--- src/hw/rtl/psi_pkg.sv ---
package psi_pkg;

	// Array and accumulator sizing.
	localparam int CHANNELS = 512;
	localparam int SUM_BITS = 64;
	localparam int CH_W = $clog2(CHANNELS);

	// Fixed field widths and number formats.
	localparam int Q_W = 48;
	localparam int FRAME_W = 32;
	localparam int CNT_W = FRAME_W + 1;
	localparam int GAIN_W = 24;
	localparam int GAIN_FRAC = 16;
	localparam int MANT_W = 24;
	localparam int EXP_W = 7;
	localparam int EXP_ZERO = 64;
	localparam int PROD_W = 32 + GAIN_W;
	localparam logic [Q_W-1:0] Q48_MAX = '1;
	localparam logic [GAIN_W-1:0] GAIN_RESET = 24'd65536;

	// Request operation codes.
	localparam logic [1:0] OP_PUSH = 2'd0;
	localparam logic [1:0] OP_READ = 2'd1;
	localparam logic [1:0] OP_CLEAR = 2'd2;

	// Sequencer states.
	typedef enum logic [3:0] {
		ST_CLEAR,
		ST_IDLE,
		ST_PUSH_RD,
		ST_PUSH_WR,
		ST_READ_RD,
		ST_READ_CHK,
		ST_READ_DIV,
		ST_READ_MUL,
		ST_READ_OUT
	} state_t;

	typedef struct packed {
		logic [1:0] opcode;
		logic [31:0] sample_word;
		logic [8:0] read_channel;
	} req_t;

	typedef struct packed {
		logic [8:0] channel_index;
		logic [Q_W-1:0] mean_value;
		logic channel_empty;
		logic saturated;
	} res_t;

endpackage

--- src/hw/rtl/psi_conv.sv ---
module psi_conv (
	input logic clk,
	input logic en,
	input logic [31:0] word,
	output logic [psi_pkg::Q_W-1:0] value_s1
);

	logic [psi_pkg::MANT_W-1:0] mant;
	logic [psi_pkg::EXP_W-1:0] expo;
	logic [psi_pkg::EXP_W-1:0] dn_sh;
	logic [psi_pkg::EXP_W-1:0] up_sh;
	logic [psi_pkg::Q_W+psi_pkg::MANT_W-1:0] up;
	logic [psi_pkg::Q_W-1:0] value;

	// Split the word; bit 31 carries no meaning.
	assign mant = word[psi_pkg::MANT_W-1:0];
	assign expo = word[30:24];
	assign dn_sh = psi_pkg::EXP_W'(psi_pkg::EXP_ZERO) - expo;
	assign up_sh = expo - psi_pkg::EXP_W'(psi_pkg::EXP_ZERO);
	assign up = (psi_pkg::Q_W+psi_pkg::MANT_W)'(mant) << up_sh;

	// Small values truncate below the LSB, large values clip at the Q24.24 ceiling.
	always_comb begin
		if (expo < psi_pkg::EXP_W'(psi_pkg::EXP_ZERO)) begin
			value = psi_pkg::Q_W'(mant >> dn_sh);
		end else if (mant == '0) begin
			value = '0;
		end else if (up_sh >= psi_pkg::EXP_W'(psi_pkg::Q_W)
				|| up[psi_pkg::Q_W+psi_pkg::MANT_W-1:psi_pkg::Q_W] != '0) begin
			value = psi_pkg::Q48_MAX;
		end else begin
			value = up[psi_pkg::Q_W-1:0];
		end
	end

	always_ff @(posedge clk) begin
		if (en) begin
			value_s1 <= value;
		end
	end

endmodule

--- config.mk ---
export PLATFORM = sky130hd
export DESIGN_NAME = psi_conv
export DESIGN_NICKNAME = d
export VERILOG_FILES = /design/src/hw/rtl/psi_pkg.sv /design/src/hw/rtl/psi_conv.sv
export SDC_FILE = /design/constraint.sdc
export NUM_CORES = 1
export LEC_CHECK = 0
export CAP_MARGIN = 15
export CORE_UTILIZATION = 60
export CTS_BUF_LIST = sky130_fd_sc_hd__clkbuf_4 sky130_fd_sc_hd__clkbuf_8
export CTS_CLUSTER_SIZE = 14
export DETAILED_ROUTE_END_ITERATION = 10
export DONT_BUFFER_PORTS = 1
export PLACE_DENSITY = 0.76
export SYNTH_ARGS = -nofsm -noshare
export SYNTH_HDL_FRONTEND = slang
export SYNTH_SLANG_ARGS = --single-unit
--- constraint.sdc ---
create_clock -name clk -period 7.9 [get_ports clk]
set_clock_uncertainty 0.05 [all_clocks]
set_input_delay 2.37 -clock clk [delete_from_list [all_inputs] [get_ports clk]]
set_output_delay 2.37 -clock clk [all_outputs]
set_load 0.005 [all_outputs]
==> qor.yml <==
synth_cell_type_count: 70
pwr-share-clk: 0.249
multi_input_area_um2: 3890
syn_inst: 616
yosysWarningCount: 0
dr.pass1.iters: 6
synthArstFlopShare: 0
start_util: 0.633
final_cell_mix: "nand2_1, nor2_1, edfxtp_1, mux4_2, a21oi_1"
top_register: "value_s1"
setup_viol: 0
p_per_area_nw_per_um2: 142
place_hpwl_mm: 13.0
synth_fp_nets: 651
rsz0062_at_grt: "no"
path_clk_slew_ns: 0.09
dieArea_um2: 9770
largest_reg_flops: 48
finalHoldViolations: 0
period_minus_slack_ns: 5.76
slew-limit-headroom: 0.266
coreArea_um2: 8890
cts_tree: "yes"
grt_max_degree: 60
period_share: 0.729
cts_buffers: 5
slew_viol_final: 0
grt_antenna_before_repair: 0
holdBufCountCts: 0
final_util: 0.636
fin_setup_tns_ns: 0
outcome: "finished clean"
switching_share: 0.313
cts-root-buf: "clkbuf_8"
cts_setup_buffers: 0
area_delta_synth_final_pct: 0.578
critical_path_required_ns: 7.86
cp_max_fo: 28
seq_area_um2: 1440
cts-htree-levels: 2
finalPower_mw: 0.803
via_per_inst: 7.86
holdPathEnd: "value_s1[39]$_SDFFCE_PN0P_"
startpoint_type: "input port"
port_buffers: 0
p_leak_nw: 1.80
overflow: 0
drt-total-wl_mm: 17.3
drc: 0
io_pins: 82
grt_usage: 0.360
yosysSeqAreaShare: 0.256
cp-startpoint: "word[27]"
clock_path_buffers: 2
postPlaceCellArea_um2: 5530
hold_path_depth: 0
grt_pass1_vias: 4751
vias: 5301
crit_path_end_kind: "flip-flop"
antenna-diode-count: 0
internal_power_mw: 0.551
worst_pin_slew_ns: 1.10
hp-class: "input port to flip-flop"
syn_area_per_cell_um2: 9.13
p_sw_mw: 0.251
cp.arrival_ns: 5.72
antenna_left: 0
fin_area_um2: 5660
avgRoutedWirePerCell_um: 25.7
largest_registers: "value_s1 x48"
gp_congestion: 1.05
ys.flop_type: "edfxtp_1"
nFillCells: 732
ys_ff_latch: 48
setup_slack_ns: 2.14
final_common_cell: "nand2_1"
cts_resized: 0
rows: 34
cts_sinks: 48
final_nets: 601
drive_gt1_frac: 0.155
dp_slack_ns: 1.89
synthesis.area_um2: 5630
grt_pass1_wl_mm: 27.2
worstHoldStart: "en"
die_w_um: 98.8
cap_violations: 0
synth_edf_count: 48
p_comb_frac: 0.352
drt-initial-drc-count: 674
die_y_um: 98.8
clock.fmax_ghz: 0.174
critPathKind: "input port to flip-flop"
vdd_drop_max_mv: 0.0766
p_seq_frac: 0.399
cells in the mapped netlist, types with 3 or more instances:
| cell type | count | area, um2 |
|---|---|---|
| buf_1 | 7 | 26.3 |
| nand2_1 | 67 | 251 |
| nor2b_1 | 9 | 56.3 |
| o31ai_1 | 24 | 180 |
| xnor2_1 | 5 | 43.8 |
| a222oi_1 | 3 | 30.0 |
| mux2i_1 | 28 | 280 |
| nand3_1 | 15 | 75.1 |
| o21ai_0 | 28 | 140 |
| clkbuf_1 | 41 | 154 |
| o22ai_1 | 8 | 50.1 |
| or3_1 | 5 | 31.3 |
| nor3b_1 | 4 | 30.0 |
| nor4_1 | 8 | 50.1 |
| and2_1 | 3 | 18.8 |
| a221oi_1 | 7 | 61.3 |
| buf_6 | 4 | 45.0 |
| a21oi_1 | 29 | 145 |
| nand2b_1 | 3 | 18.8 |
| edfxtp_1 | 48 | 1440 |
| nor2_1 | 57 | 214 |
| mux2_1 | 3 | 33.8 |
| mux4_2 | 37 | 833 |
| o22a_1 | 6 | 52.6 |
| nor3_1 | 20 | 100 |
| a22o_1 | 5 | 43.8 |
| nand4_1 | 3 | 18.8 |
| a31oi_1 | 18 | 113 |
| a22oi_1 | 15 | 113 |
| buf_2 | 8 | 40.0 |
| mux2_2 | 26 | 293 |
| o211ai_1 | 4 | 30.0 |
| a211oi_1 | 15 | 113 |
through the flow:
step	hold WS, ns	std cells
floorplan	2.43	616
global placement	2.43	667
detailed placement	2.44	667
CTS	2.13	674
global route	2.12	674
finish	2.12	674
cell type report:
class	count	area share
Inverter	6	0.00398
Timing Repair Buffer	5	0.00663
Tap cell	108	0.0239
Clock buffer	5	0.0122
Clock inverter	2	0.0106
Sequential cell	48	0.255
Multi-Input combinational cell	500	0.688
layer usage:
metal	track usage	wire length, um	vias up
li1	-	-	2353
met1	0.534	7280	2508
met2	0.551	7740	401
met3	0.0475	1870	39
met4	0.101	420	0
met5	0	0	-
worst max-delay path, stage by stage:
cell and delay (ns):
clkinv_1 0.66, mux4_2 0.83, mux2_2 0.33, a2111oi_4 0.22
nand4_2 0.22, o41ai_4 0.86, a31oi_1 0.22
power by group through the flow:
stage | Sequential [mW] | Combinational [mW] | Clock, mW
final | 0.320 | 0.283 | 0.200
after global routing | 0.323 | 0.300 | 0.209
after CTS | 0.321 | 0.273 | 0.202
after detailed placement | 0.327 | 0.272 | 0
after global placement | 0.326 | 0.270 | 0
after floorplan | 0.324 | 0.235 | 0
logic make-up after synthesis:
logic type | count (synthesis) | share of synthesized area
AO/OA/AOI/OAI | 189 | 0.244
adder cells (fa/ha/maj) | 1 | 0.00222
multiplexers | 95 | 0.258
flip-flops | 48 | 0.256
AND/OR/NAND/NOR | 209 | 0.176
XOR/XNOR | 6 | 0.00934
buffers and inverters | 68 | 0.0538
worst max-delay path by stage:
stage | cells past startpoint | slack [ns] | end
after global placement | 7 | 1.97 | value_s1[27]$_SDFFCE_PN0P_
after detailed placement | 7 | 1.89 | value_s1[32]$_SDFFCE_PN0P_
after global routing | 7 | 1.92 | value_s1[27]$_SDFFCE_PN0P_
after floorplan | 16 | 2.01 | value_s1[2]$_DFFE_PP_
final | 7 | 2.14 | value_s1[37]$_SDFFCE_PN0P_
after CTS | 7 | 2.22 | value_s1[41]$_SDFFCE_PN0P_
No activity file was read; power rests on OpenSTA's default activity.
