**src/hw/rtl/psi_pkg.sv**
```systemverilog
package psi_pkg;

	// Array and accumulator sizing.
	localparam int CHANNELS = 512;
	localparam int SUM_BITS = 64;
	localparam int CH_W = $clog2(CHANNELS);

	// Fixed field widths and number formats.
	localparam int Q_W = 48;
	localparam int FRAME_W = 32;
	localparam int CNT_W = FRAME_W + 1;
	localparam int GAIN_W = 24;
	localparam int GAIN_FRAC = 16;
	localparam int MANT_W = 24;
	localparam int EXP_W = 7;
	localparam int EXP_ZERO = 64;
	localparam int PROD_W = 32 + GAIN_W;
	localparam logic [Q_W-1:0] Q48_MAX = '1;
	localparam logic [GAIN_W-1:0] GAIN_RESET = 24'd65536;

	// Request operation codes.
	localparam logic [1:0] OP_PUSH = 2'd0;
	localparam logic [1:0] OP_READ = 2'd1;
	localparam logic [1:0] OP_CLEAR = 2'd2;

	// Sequencer states.
	typedef enum logic [3:0] {
		ST_CLEAR,
		ST_IDLE,
		ST_PUSH_RD,
		ST_PUSH_WR,
		ST_READ_RD,
		ST_READ_CHK,
		ST_READ_DIV,
		ST_READ_MUL,
		ST_READ_OUT
	} state_t;

	typedef struct packed {
		logic [1:0] opcode;
		logic [31:0] sample_word;
		logic [8:0] read_channel;
	} req_t;

	typedef struct packed {
		logic [8:0] channel_index;
		logic [Q_W-1:0] mean_value;
		logic channel_empty;
		logic saturated;
	} res_t;

endpackage

```
**src/hw/rtl/psi_div.sv**
```systemverilog
module psi_div (
	input logic clk,
	input logic arst_n,
	input logic start,
	input logic [psi_pkg::SUM_BITS-1:0] dividend,
	input logic [psi_pkg::CNT_W-1:0] divisor,
	output logic done,
	output logic [psi_pkg::SUM_BITS-1:0] quotient
);

	localparam int STEP_W = $clog2(psi_pkg::SUM_BITS + 1);

	logic [psi_pkg::SUM_BITS-1:0] num_q;
	logic [psi_pkg::CNT_W-1:0] den_q;
	logic [psi_pkg::CNT_W-1:0] rem_q;
	logic [STEP_W-1:0] step_q;
	logic run_q;
	logic done_q;
	logic [psi_pkg::CNT_W:0] shifted;
	logic [psi_pkg::CNT_W:0] diff;
	logic fits;

	// One restoring step: bring in the next dividend bit and try the subtract.
	assign shifted = {rem_q, num_q[psi_pkg::SUM_BITS-1]};
	assign diff = shifted - {1'b0, den_q};
	assign fits = !diff[psi_pkg::CNT_W];

	// Control state of the bit-serial loop.
	always_ff @(posedge clk or negedge arst_n) begin
		if (!arst_n) begin
			run_q <= 1'b0;
			done_q <= 1'b0;
			step_q <= '0;
		end else begin
			if (start) begin
				run_q <= 1'b1;
				done_q <= 1'b0;
				step_q <= STEP_W'(psi_pkg::SUM_BITS);
			end else if (run_q) begin
				step_q <= step_q - 1'b1;
				run_q <= step_q != STEP_W'(1);
				done_q <= step_q == STEP_W'(1);
			end else begin
				done_q <= 1'b0;
			end
		end
	end

	// Dividend bits shift out at the top while quotient bits shift in below.
	always_ff @(posedge clk) begin
		if (start) begin
			num_q <= dividend;
			den_q <= divisor;
			rem_q <= '0;
		end else if (run_q) begin
			num_q <= {num_q[psi_pkg::SUM_BITS-2:0], fits};
			rem_q <= fits ? diff[psi_pkg::CNT_W-1:0] : shifted[psi_pkg::CNT_W-1:0];
		end
	end

	assign done = done_q;
	assign quotient = num_q;

endmodule

```
**config.mk**
```make
export PLATFORM = sky130hd
export DESIGN_NAME = psi_div
export DESIGN_NICKNAME = d
export VERILOG_FILES = /design/src/hw/rtl/psi_pkg.sv /design/src/hw/rtl/psi_div.sv
export SDC_FILE = /design/constraint.sdc
export NUM_CORES = 1
export LEC_CHECK = 0
export BUFFER_PORTS_ARGS = -buffer_cell sky130_fd_sc_hd__buf_2
export CORE_MARGIN = 3
export CORE_UTILIZATION = 50
export CTS_CLUSTER_DIAMETER = 40
export DETAILED_ROUTE_END_ITERATION = 6
export PLACE_DENSITY = 0.79
export SLEW_MARGIN = 20
export SYNTH_ARGS = -nofsm -noshare
export SYNTH_HDL_FRONTEND = slang
export SYNTH_SLANG_ARGS = --single-unit
```
**constraint.sdc**
```tcl
create_clock -name clk -period 9.2 [get_ports clk]
set_clock_uncertainty 0.1 [all_clocks]
set_input_delay 0.92 -clock clk [delete_from_list [all_inputs] [get_ports clk]]
set_output_delay 0.92 -clock clk [all_outputs]
set_load 0.005 [all_outputs]
```
==> metrics.md <==
| Metric | Value |
|---|---|
| Critical Path Fanout Max | `6` |
| Dpl hpwl | `12200 um` |
| Run status | `finished clean` |
| Non-filler instance count after layout | `1011` |
| Final net count | `950` |
| Number of buffers added on ports | `164` |
| I/O pin total | `165` |
| Number of optimization iterations in the first detailed-route pass | `4` |
| Number of distinct library cells after synthesis | `64` |
| DRC violation total after the first TritonRoute iteration | `329` |
| # Max-Cap Violations | `0` |
| Layout cells sized above 1 | `34.5%` |
| Maximum frequency from static timing analysis | `282 MHz` |
| Clock Pin Slew Worst Setup and Hold Paths | `0.06 ns` |
| Critical setup path kind | `flop to flop` |
| Post-synthesis share of cell area spent on and, or, nand and nor gates | `9.14%` |
| Post-Route Utilization | `61.7%` |
| Buffer type at the clock tree root | `clkbuf_16` |
| Die X-Extent | `129 um` |
| Number of nets with antenna violations after detailed routing | `0` |
| Dominant register cell in the synthesized netlist | `edfxtp_1` |
| Synth async-reset ratio | `6.47%` |
| Via count normalized by instance count | `5.45` |
| Post-synthesis share of cell area spent on full adders, half adders and majority gates | `6.04%` |
| Final GP Congestion | `0.925` |
| Vertical die dimension | `129 um` |
| Slew headroom | `39.5%` |
| Post-layout power | `2010 uW` |
| Final wirelength | `16700 um` |
| TritonCTS clock tree | `done` |
| Min cycle time layout | `3.55 ns` |
| XOR/XNOR share of the synthesized area | `4.14%` |
| Count of flip-flops with a built-in enable after synthesis | `97` |
| Share of synthesized area occupied by flip-flops and latches | `50.1%` |
| H-tree depth | `4` |
| Synthesized cell area | `7580 um^2` |
| Resized Gates After CTS | `0` |
| Overall track demand over capacity in global routing | `20.7%` |
| Overall via count from detail_route | `5512` |
| TritonCTS Buffers | `17` |
| Final number of setup-violating endpoints | `0` |
| Critical Path Sink Type | `flop` |
| Number of synthesized register bits | `139` |
| Average cell area after synthesis | `11.6 um^2` |
| Crit path arrival time | `3.78 ns` |
| Antenna violations before repair | `1` |
| Die Footprint | `16700 um^2` |
| Leakage power | `0.00384 uW` |
| Antenna diode count | `0` |
| Largest net degree at the start of global routing | `78` |
| Setup total negative slack | `0 ns` |
| Final worst slack | `5.65 ns` |
| Cells after synthesis | `654` |
| Endpoint required time on the critical path | `9.43 ns` |
| Synthesized netlist net count | `790` |
| Number of global-route vias before repair | `5546` |
| Share of the synthesized area in compound gates (AO/OA/AOI/OAI) | `12.3%` |
| Clock net sink count | `139` |
| Pins over their slew limit | `0` |
| Final period utilization | `38.5%` |
| Starting Density | `51.6%` |
| Final hold violations | `0` |
| Dpl cells | `979` |
| Placement-stage worst setup slack | `5.65 ns` |
| Layout overhead on the synthesized area | `19.6%` |
| Core area | `14700 um^2` |
| Synth warnings | `0` |
| Hold_buf cts | `0` |
| Setup Buffers After CTS | `0` |
| DRC violation count after routing | `0` |
| CTS max path bufs | `2` |
| WL/cell | `16.5 um` |
| First-pass GRT wire length | `27400 um` |
| Largest family of logic cells by synthesized area | `multiplexers` |
| Total grt overflow | `0` |
| Kind of start point of the critical path | `flop` |
| Worst-Skew Late Latency | `0.42 ns` |
| Slew at the pin with the worst max-slew slack | `0.908 ns` |
| Number of placement rows | `44` |
| Worst-case vdd ir drop | `0.000179 V` |
| HP Class | `input port to async pin` |
| Unrepaired setup endpoints after global routing | `no` |
| PD cells | `222 nW/um^2` |
| Multiplexer area fraction after synthesis | `13.6%` |
==> where the power goes <==
part / internal, uW / switching (uW)
combinational: 247 / 279
sequential: 772 / 59.1
clock: 377 / 279
==> metrics by stage <==
stage | hold slack, ns | instance area [um^2]
after floorplan | 0.374 | 7580
after global placement | 0.391 | 8510
after detailed placement | 0.398 | 8510
after CTS | 0.223 | 9070
after global routing | 0.228 | 9070
final | 0.235 | 9070
==> worst max-delay path, cell delays in order (launching register included) <==
cell and delay (ns):
edfxtp_1 0.34, inv_1 0.06, ha_1 0.22, fa_1 0.40
nand2b_1 0.21, a2111oi_2 0.36, a2111oi_2 0.15, o31ai_4 0.37
a31oi_4 0.16, nor3_4 0.21, a311oi_1 0.11, or4b_1 0.54
a311oi_2 0.23
==> routing by layer <==
metal / global-route usage, % / vias to the layer above / part of all wire [%] / wire length (um)
li1: - / 2731 / - / -
met1: 26.0 / 2573 / 42 / 7030
met2: 33.0 / 179 / 48 / 7950
met3: 7.38 / 27 / 7.7 / 1290
met4: 7.97 / 2 / 2.2 / 368
met5: 0 / - / 0.078 / 13
==> kinds of logic after synthesis <==
family | count (synthesis)
and+or+nand+nor | 140
DFF | 139
AOI/OAI and AO/OA | 134
muxes | 95
buffers and inverters | 75
adders and majority gates | 36
xor gates and xnor gates | 35
==> cell usage after synthesis, types with 2 or more instances <==
cell type	number	area share (%)
a2111oi_2	2	0.40
a211oi_1	35	3.5
a21o_1	12	1.2
a21oi_1	37	2.4
a311oi_1	2	0.23
a31oi_1	2	0.16
and2_1	3	0.25
and3_1	3	0.25
buf_2	4	0.26
buf_6	3	0.45
clkbuf_1	15	0.74
clkbuf_8	4	0.73
dfrtp_1	9	3.0
dfxtp_1	33	8.7
edfxtp_1	97	38
ha_1	35	5.8
inv_1	47	2.3
mux2_2	66	9.8
mux2i_1	29	3.8
nand2_1	21	1.0
nand2b_1	8	0.66
nand3_1	12	0.79
nand3b_1	3	0.30
nand4_1	3	0.25
nor2_1	58	2.9
nor2b_1	2	0.16
nor3_1	7	0.46
nor4_1	5	0.41
nor4b_1	2	0.23
o21a_1	4	0.40
o21ai_0	16	1.1
o21bai_1	4	0.40
o22ai_1	5	0.41
o31ai_1	2	0.20
or2_2	2	0.16
or4_1	2	0.20
xnor2_1	23	2.7
xor2_1	11	1.3
==> flip-flops by register name, indices dropped and copies added (netlist names) <==
name,flops
quotient,64
den_q,33
rem_q,33
step_q,7
done,1
run_q,1
==> area by class of cell <==
type                       instances  area (um^2)
clock buffer                      18          429
clock inverter                    14          134
fill                            1177         5630
inverter                          47          176
multi-input combinational        440         3440
sequential                       139         3800
tap                              184          230
timing repair buffer             169          861
==> placed cells by master, fill, tap and decap left out, drive strengths merged, types with 4 or more instances in the layout <==
cell type and n:
o21bai 4, nand2 22, o21a 4, nand3 12, clkinvlp 4, dfrtp 9
xnor2 23, nor2 58, mux2 66, nand2b 8, clkbuf 18, nor4 5
a21o 13, ha 35, edfxtp 97, buf 169, dfxtp 33, nor3 8
xor2 12, inv 54, o21ai 18, mux2i 29, a21oi 38, o22ai 5
a211oi 35
==> final timing paths <==
| path | from | endpoint | slack, ns | cells past startpoint |
|---|---|---|---|---|
| min in group clk | rem_q[7]$_SDFFE_PP0P_ | rem_q[7]$_SDFFE_PP0P_ | 0.41 | 2 |
| max in group asynchronous | arst_n | run_q$_DFF_PN0_ | 8.56 | 1 |
| worst min register to register | rem_q[7]$_SDFFE_PP0P_ | rem_q[7]$_SDFFE_PP0P_ | 0.41 | 2 |
| worst min-delay path | arst_n | done$_DFF_PN0_ | 0.23 | 1 |
| worst max register to register | quotient[63]$_DFFE_PP_ | rem_q[30]$_SDFFE_PP0P_ | 5.65 | 12 |
| worst max-delay path | quotient[63]$_DFFE_PP_ | rem_q[30]$_SDFFE_PP0P_ | 5.65 | 12 |
(Power assumes the default switching activity.)
