**src/hw/rtl/psi_pkg.sv**
```systemverilog
package psi_pkg;

	// Array and accumulator sizing.
	localparam int CHANNELS = 512;
	localparam int SUM_BITS = 64;
	localparam int CH_W = $clog2(CHANNELS);

	// Fixed field widths and number formats.
	localparam int Q_W = 48;
	localparam int FRAME_W = 32;
	localparam int CNT_W = FRAME_W + 1;
	localparam int GAIN_W = 24;
	localparam int GAIN_FRAC = 16;
	localparam int MANT_W = 24;
	localparam int EXP_W = 7;
	localparam int EXP_ZERO = 64;
	localparam int PROD_W = 32 + GAIN_W;
	localparam logic [Q_W-1:0] Q48_MAX = '1;
	localparam logic [GAIN_W-1:0] GAIN_RESET = 24'd65536;

	// Request operation codes.
	localparam logic [1:0] OP_PUSH = 2'd0;
	localparam logic [1:0] OP_READ = 2'd1;
	localparam logic [1:0] OP_CLEAR = 2'd2;

	// Sequencer states.
	typedef enum logic [3:0] {
		ST_CLEAR,
		ST_IDLE,
		ST_PUSH_RD,
		ST_PUSH_WR,
		ST_READ_RD,
		ST_READ_CHK,
		ST_READ_DIV,
		ST_READ_MUL,
		ST_READ_OUT
	} state_t;

	typedef struct packed {
		logic [1:0] opcode;
		logic [31:0] sample_word;
		logic [8:0] read_channel;
	} req_t;

	typedef struct packed {
		logic [8:0] channel_index;
		logic [Q_W-1:0] mean_value;
		logic channel_empty;
		logic saturated;
	} res_t;

endpackage

```
**src/hw/rtl/psi_scale.sv**
```systemverilog
module psi_scale (
	input logic clk,
	input logic arst_n,
	input logic start,
	input logic [psi_pkg::SUM_BITS-1:0] mean,
	input logic [psi_pkg::GAIN_W-1:0] gain,
	output logic done,
	output logic [psi_pkg::Q_W-1:0] value,
	output logic sat
);

	logic [2:0] phase_q;
	logic [psi_pkg::SUM_BITS-1:0] mean_q;
	logic [psi_pkg::PROD_W-1:0] lo_q;
	logic [psi_pkg::PROD_W-1:0] hi_q;
	logic [psi_pkg::Q_W-1:0] value_q;
	logic sat_q;
	logic [31:0] opnd;
	logic [psi_pkg::PROD_W-1:0] prod;
	logic [psi_pkg::Q_W:0] total;
	logic hi_big;

	// One 32x24 multiplier serves the low half, then the high half of the mean.
	assign opnd = phase_q[0] ? mean_q[31:0] : 32'(mean_q[psi_pkg::SUM_BITS-1:32]);
	assign prod = opnd * gain;

	// Recombine the halves, dropping the gain fraction.
	assign hi_big = hi_q[psi_pkg::PROD_W-1:32] != '0;
	assign total = {1'b0, hi_q[31:0], {psi_pkg::GAIN_FRAC{1'b0}}}
		+ (psi_pkg::Q_W+1)'(lo_q[psi_pkg::PROD_W-1:psi_pkg::GAIN_FRAC]);

	// Phase marks walk through the three steps.
	always_ff @(posedge clk or negedge arst_n) begin
		if (!arst_n) begin
			phase_q <= '0;
		end else begin
			phase_q <= {phase_q[1:0], start};
		end
	end

	always_ff @(posedge clk) begin
		if (start) begin
			mean_q <= mean;
		end
		if (phase_q[0]) begin
			lo_q <= prod;
		end
		if (phase_q[1]) begin
			hi_q <= prod;
		end
		if (phase_q[2]) begin
			if (hi_big || total >= {1'b0, psi_pkg::Q48_MAX}) begin
				value_q <= psi_pkg::Q48_MAX;
				sat_q <= 1'b1;
			end else begin
				value_q <= total[psi_pkg::Q_W-1:0];
				sat_q <= 1'b0;
			end
		end
	end

	// Done is registered together with the final step, so it rises as the result appears.
	always_ff @(posedge clk or negedge arst_n) begin
		if (!arst_n) begin
			done <= 1'b0;
		end else begin
			done <= phase_q[2];
		end
	end

	assign value = value_q;
	assign sat = sat_q;

endmodule

```
**config.mk**
```make
export PLATFORM = sky130hd
export DESIGN_NAME = psi_scale
export DESIGN_NICKNAME = d
export VERILOG_FILES = /design/src/hw/rtl/psi_pkg.sv /design/src/hw/rtl/psi_scale.sv
export SDC_FILE = /design/constraint.sdc
export NUM_CORES = 2
export LEC_CHECK = 0
export BUFFER_PORTS_ARGS = -buffer_cell sky130_fd_sc_hd__buf_2
export CAP_MARGIN = 20
export CORE_UTILIZATION = 45
export DETAILED_ROUTE_END_ITERATION = 8
export PLACE_DENSITY = 0.6
export SETUP_SLACK_MARGIN = 0.02
export SLEW_MARGIN = 20
export SYNTH_ARGS = -nofsm -noshare
export SYNTH_HDL_FRONTEND = slang
export SYNTH_SLANG_ARGS = --single-unit
```
**constraint.sdc**
```tcl
create_clock -name clk -period 9.8 [get_ports clk]
set_input_delay 2.94 -clock clk [delete_from_list [all_inputs] [get_ports clk]]
set_output_delay 2.94 -clock clk [all_outputs]
set_load 0.05 [all_outputs]
```
==> impl_metrics.prom <==
# TYPE chip_impl_metric gauge
chip_impl_info{name="outcome",value="finished, final reports clean"} 1
chip_impl_metric{name="timing_hold_violations_final",unit=""} 0
chip_impl_metric{name="dieArea",unit="mm^2"} 0.07494
chip_impl_metric{name="period_share",unit=""} 0.9665
chip_impl_metric{name="r2r_slack",unit="ns"} 1.34
chip_impl_metric{name="core_region_area",unit="mm^2"} 0.07296
chip_impl_metric{name="multi_input_gate_area",unit="mm^2"} 0.02356
chip_impl_metric{name="cts_num_sinks",unit=""} 213
chip_impl_metric{name="finalWorstSetupSlack",unit="ns"} 0.3287
chip_impl_info{name="hold_path_startpoint",value="lo_q[31]"} 1
chip_impl_metric{name="routed_wire_length_per_instance",unit="um"} 18.67
chip_impl_metric{name="number_of_synthesized_flops_with_an_enable_pin",unit=""} 209
chip_impl_metric{name="critical_path_at",unit="ns"} 9.76
chip_impl_metric{name="firstDrtPassIters",unit=""} 5
chip_impl_metric{name="clkSlewWorstSetupHoldPaths",unit="ns"} 0.06
chip_impl_metric{name="synth-async-reset-ratio",unit=""} 0.01878
chip_impl_info{name="rsz0062_at_grt",value="no"} 1
chip_impl_metric{name="min_period",unit="ns"} 9.471
chip_impl_metric{name="drv_cap",unit=""} 0
chip_impl_metric{name="final.setup_skew",unit="ns"} 0.02814
chip_impl_metric{name="viasPerCell",unit=""} 5.088
chip_impl_metric{name="track_usage",unit=""} 0.2319
chip_impl_metric{name="proportion_of_synthesized_chip_area_in_sequential_cells",unit=""} 0.1919
chip_impl_info{name="timing_worst_setup_path_type",value="input port to flip-flop"} 1
chip_impl_metric{name="cts_buffers",unit=""} 26
chip_impl_metric{name="finalWirelength",unit="um"} 83750
chip_impl_metric{name="dpl_worst_slack",unit="ns"} -0.5199
chip_impl_metric{name="grt.overflow.total",unit=""} 0
chip_impl_metric{name="io-pin-count",unit=""} 141
chip_impl_metric{name="drt.antenna.violating_nets",unit=""} 0
chip_impl_info{name="holdCritPathClass",value="flip-flop to flip-flop"} 1
chip_impl_info{name="highest_metal_layer_with_signal_wires",value="met4"} 1
chip_impl_info{name="worstSetupEndpointType",value="flip-flop"} 1
chip_impl_info{name="tritoncts",value="built"} 1
chip_impl_metric{name="detail_route.drc_violations",unit=""} 0
chip_impl_metric{name="start_util",unit=""} 0.4555
chip_impl_metric{name="diodes",unit=""} 0
chip_impl_metric{name="route.layer.met1.wl",unit="um"} 36990
chip_impl_metric{name="rel_slew_slack",unit=""} 0.4585
chip_impl_info{name="reg2reg_from",value="phase_q[0]"} 1
chip_impl_metric{name="hold-path-cell-count",unit=""} 1
chip_impl_info{name="cp_common_cell",value="sky130_fd_sc_hd__fa_1"} 1
chip_impl_metric{name="max_freq",unit="MHz"} 105.6
chip_impl_metric{name="vertical_die_dimension",unit="um"} 273.8
chip_impl_metric{name="worst_pin_slew",unit="ns"} 0.8123
chip_impl_metric{name="mapped_area",unit="mm^2"} 0.03323
chip_impl_metric{name="port_buffers",unit=""} 140
chip_impl_metric{name="synthDistinctLibCells",unit=""} 62
chip_impl_info{name="root_buffer",value="sky130_fd_sc_hd__clkbuf_16"} 1
chip_impl_metric{name="first_global_vias",unit=""} 24580
chip_impl_metric{name="critical_path_required",unit="ns"} 10.09
chip_impl_metric{name="r2r.worst_path.cells",unit=""} 25
chip_impl_metric{name="clock_tree.buffer_depth",unit=""} 3
chip_impl_metric{name="num-fill-cells",unit=""} 6747
chip_impl_metric{name="grt_max_degree",unit=""} 58
chip_impl_metric{name="grt_pass1_wl",unit="um"} 134900
chip_impl_metric{name="via_count",unit=""} 22820
chip_impl_metric{name="placementRows",unit=""} 99
chip_impl_info{name="worstSetupStartpointType",value="input port"} 1
chip_impl_metric{name="yosysWarnings",unit=""} 0
chip_impl_metric{name="final-max-slew-violation-count",unit=""} 0
chip_impl_metric{name="finish.net_count",unit=""} 4464
chip_impl_metric{name="detailed_place_hpwl",unit="um"} 69320
chip_impl_metric{name="grt_antenna_before_repair",unit=""} 0
chip_impl_info{name="mostFrequentLayoutCell",value="sky130_fd_sc_hd__inv_1"} 1
chip_impl_metric{name="flow.area_growth_from_synthesis",unit="%"} 10.76
chip_impl_info{name="critical_path.slowest_cell",value="sky130_fd_sc_hd__fa_1"} 1
chip_impl_metric{name="routed-wl-met3",unit="um"} 3997
chip_impl_metric{name="yosys_register_bits",unit=""} 213
chip_impl_info{name="ys.flop_type",value="sky130_fd_sc_hd__edfxtp_1"} 1
chip_impl_info{name="crit_path_from",value="gain[0]"} 1
chip_impl_metric{name="maximum_single_stage_delay_on_the_critical_path",unit="ns"} 0.54
chip_impl_metric{name="die_width",unit="um"} 273.8
chip_impl_metric{name="holdBufCountCts",unit=""} 0
chip_impl_metric{name="cts.repair.resized",unit=""} 0
chip_impl_info{name="worstHoldEndpoint",value="value[15]"} 1
chip_impl_info{name="rr_endpoint",value="hi_q[52]"} 1
chip_impl_info{name="mostFrequentLayoutCells",value="728 x sky130_fd_sc_hd__inv_1, 659 x sky130_fd_sc_hd__fa_1, 464 x sky130_fd_sc_hd__nand2_1"} 1
chip_impl_metric{name="drt-initial-drc-count",unit=""} 1272
chip_impl_metric{name="setup_violations",unit=""} 0
chip_impl_metric{name="mappedNetlistNets",unit=""} 4290
chip_impl_metric{name="detailroute.wirelength.met2",unit="um"} 40620
chip_impl_metric{name="globalplace.congestion",unit=""} 0.8945
chip_impl_metric{name="htreeDepth",unit=""} 1
chip_impl_metric{name="area.sequential",unit="mm^2"} 0.006385
chip_impl_metric{name="drive_above_1_share",unit=""} 0.1143
chip_impl_metric{name="buffers_inserted_during_post_cts_setup_optimization",unit=""} 0
chip_impl_metric{name="critical_path_peak_fanout",unit=""} 13
chip_impl_metric{name="netlist_instances",unit=""} 3334
chip_impl_metric{name="avgSynthCellArea",unit="um^2"} 9.968
chip_impl_metric{name="worstSkewPairLatency",unit="ns"} 0.58
-- flip-flops by register name (all words and copies together), names as in the netlist --
register,cells
value,48
done,1
mean_q,64
sat,1
lo_q,40
hi_q,56
phase_q,3
-- Yosys cell counts (all sizes together), types with 11 or more instances --
| cell type | n | area (um^2) |
|---|---|---|
| a21o | 46 | 345.3 |
| a21oi | 70 | 350.3 |
| a31oi | 14 | 87.58 |
| and2 | 391 | 2446 |
| clkbuf | 157 | 591.8 |
| edfxtp | 209 | 6276 |
| fa | 659 | 13190 |
| ha | 206 | 2577 |
| inv | 728 | 2733 |
| mux2 | 32 | 360.4 |
| nand2 | 464 | 1742 |
| nand2b | 26 | 162.7 |
| nand3 | 14 | 75.07 |
| nand4 | 17 | 106.4 |
| nor2 | 45 | 168.9 |
| nor4 | 11 | 68.82 |
| o21ai | 33 | 165.1 |
| o21bai | 11 | 82.58 |
| xnor2 | 53 | 464.2 |
| xor2 | 24 | 210.2 |
-- metrics by stage --
stage / setup TNS [ns] / hold WS (ns) / cells / util / instance area [um^2]
after global routing: 0 / 0.5433 / 4485 / 0.5045 / 36810
final: 0 / 0.5267 / 4485 / 0.5045 / 36810
after floorplan: 0 / 0.5050 / 3334 / - / 33230
after CTS: 0 / 0.5278 / 4485 / 0.5038 / 36750
after global placement: -7.020 / 0.5194 / 4439 / 0.4922 / 35910
after detailed placement: -10.06 / 0.5161 / 4439 / 0.4922 / 35910
-- area by class of cell --
type,count,area share
Clock buffer,28,0.01788
Clock inverter,18,0.005099
Inverter,728,0.07424
Multi-Input combinational cell,2229,0.6399
Sequential cell,213,0.1735
Tap cell,959,0.03260
Timing Repair Buffer,310,0.05677
-- logic make-up (layout without fill, tap and decap cells) --
kind of cell               count (synthesis)  count (layout)  share of synthesized area
and+or+nand+nor                         1016            1016                     0.1530
buffers and inverters                    892            1084                     0.1011
adders and majority gates                865             865                     0.4745
AOI/OAI and AO/OA                        237             237                    0.04774
DFF                                      213             213                     0.1919
xor gates and xnor gates                  77              77                    0.02029
muxes                                     34              34                    0.01145
-- worst max-delay path: cells and delay by family --
family,cells,cell delay [ns]
compound gates,6,1.52
buf+inv,6,0.57
fa+ha+maj,8,3.86
simple gates,4,0.73
xor+xnor,1,0.11
-- metal layers --
metal | GRT usage | vias to the layer above
li1 | - | 10410
met1 | 0.3174 | 11730
met2 | 0.3951 | 563
met3 | 0.02465 | 122
met4 | 0.05366 | 0
met5 | 0 | -
-- worst max-delay path by stage --
stage / endpoint / depth (start not counted)
6_report: hi_q[38] / 25
5_1_grt: hi_q[49] / 28
4_1_cts: lo_q[53] / 28
3_5_place_dp: hi_q[53] / 28
3_3_place_gp: lo_q[53] / 28
2_1_floorplan: hi_q[52] / 26
Power is left out: the tool's default activity adds up to more than one toggle a clock period on the data nets, which glitch-free logic cannot reach.
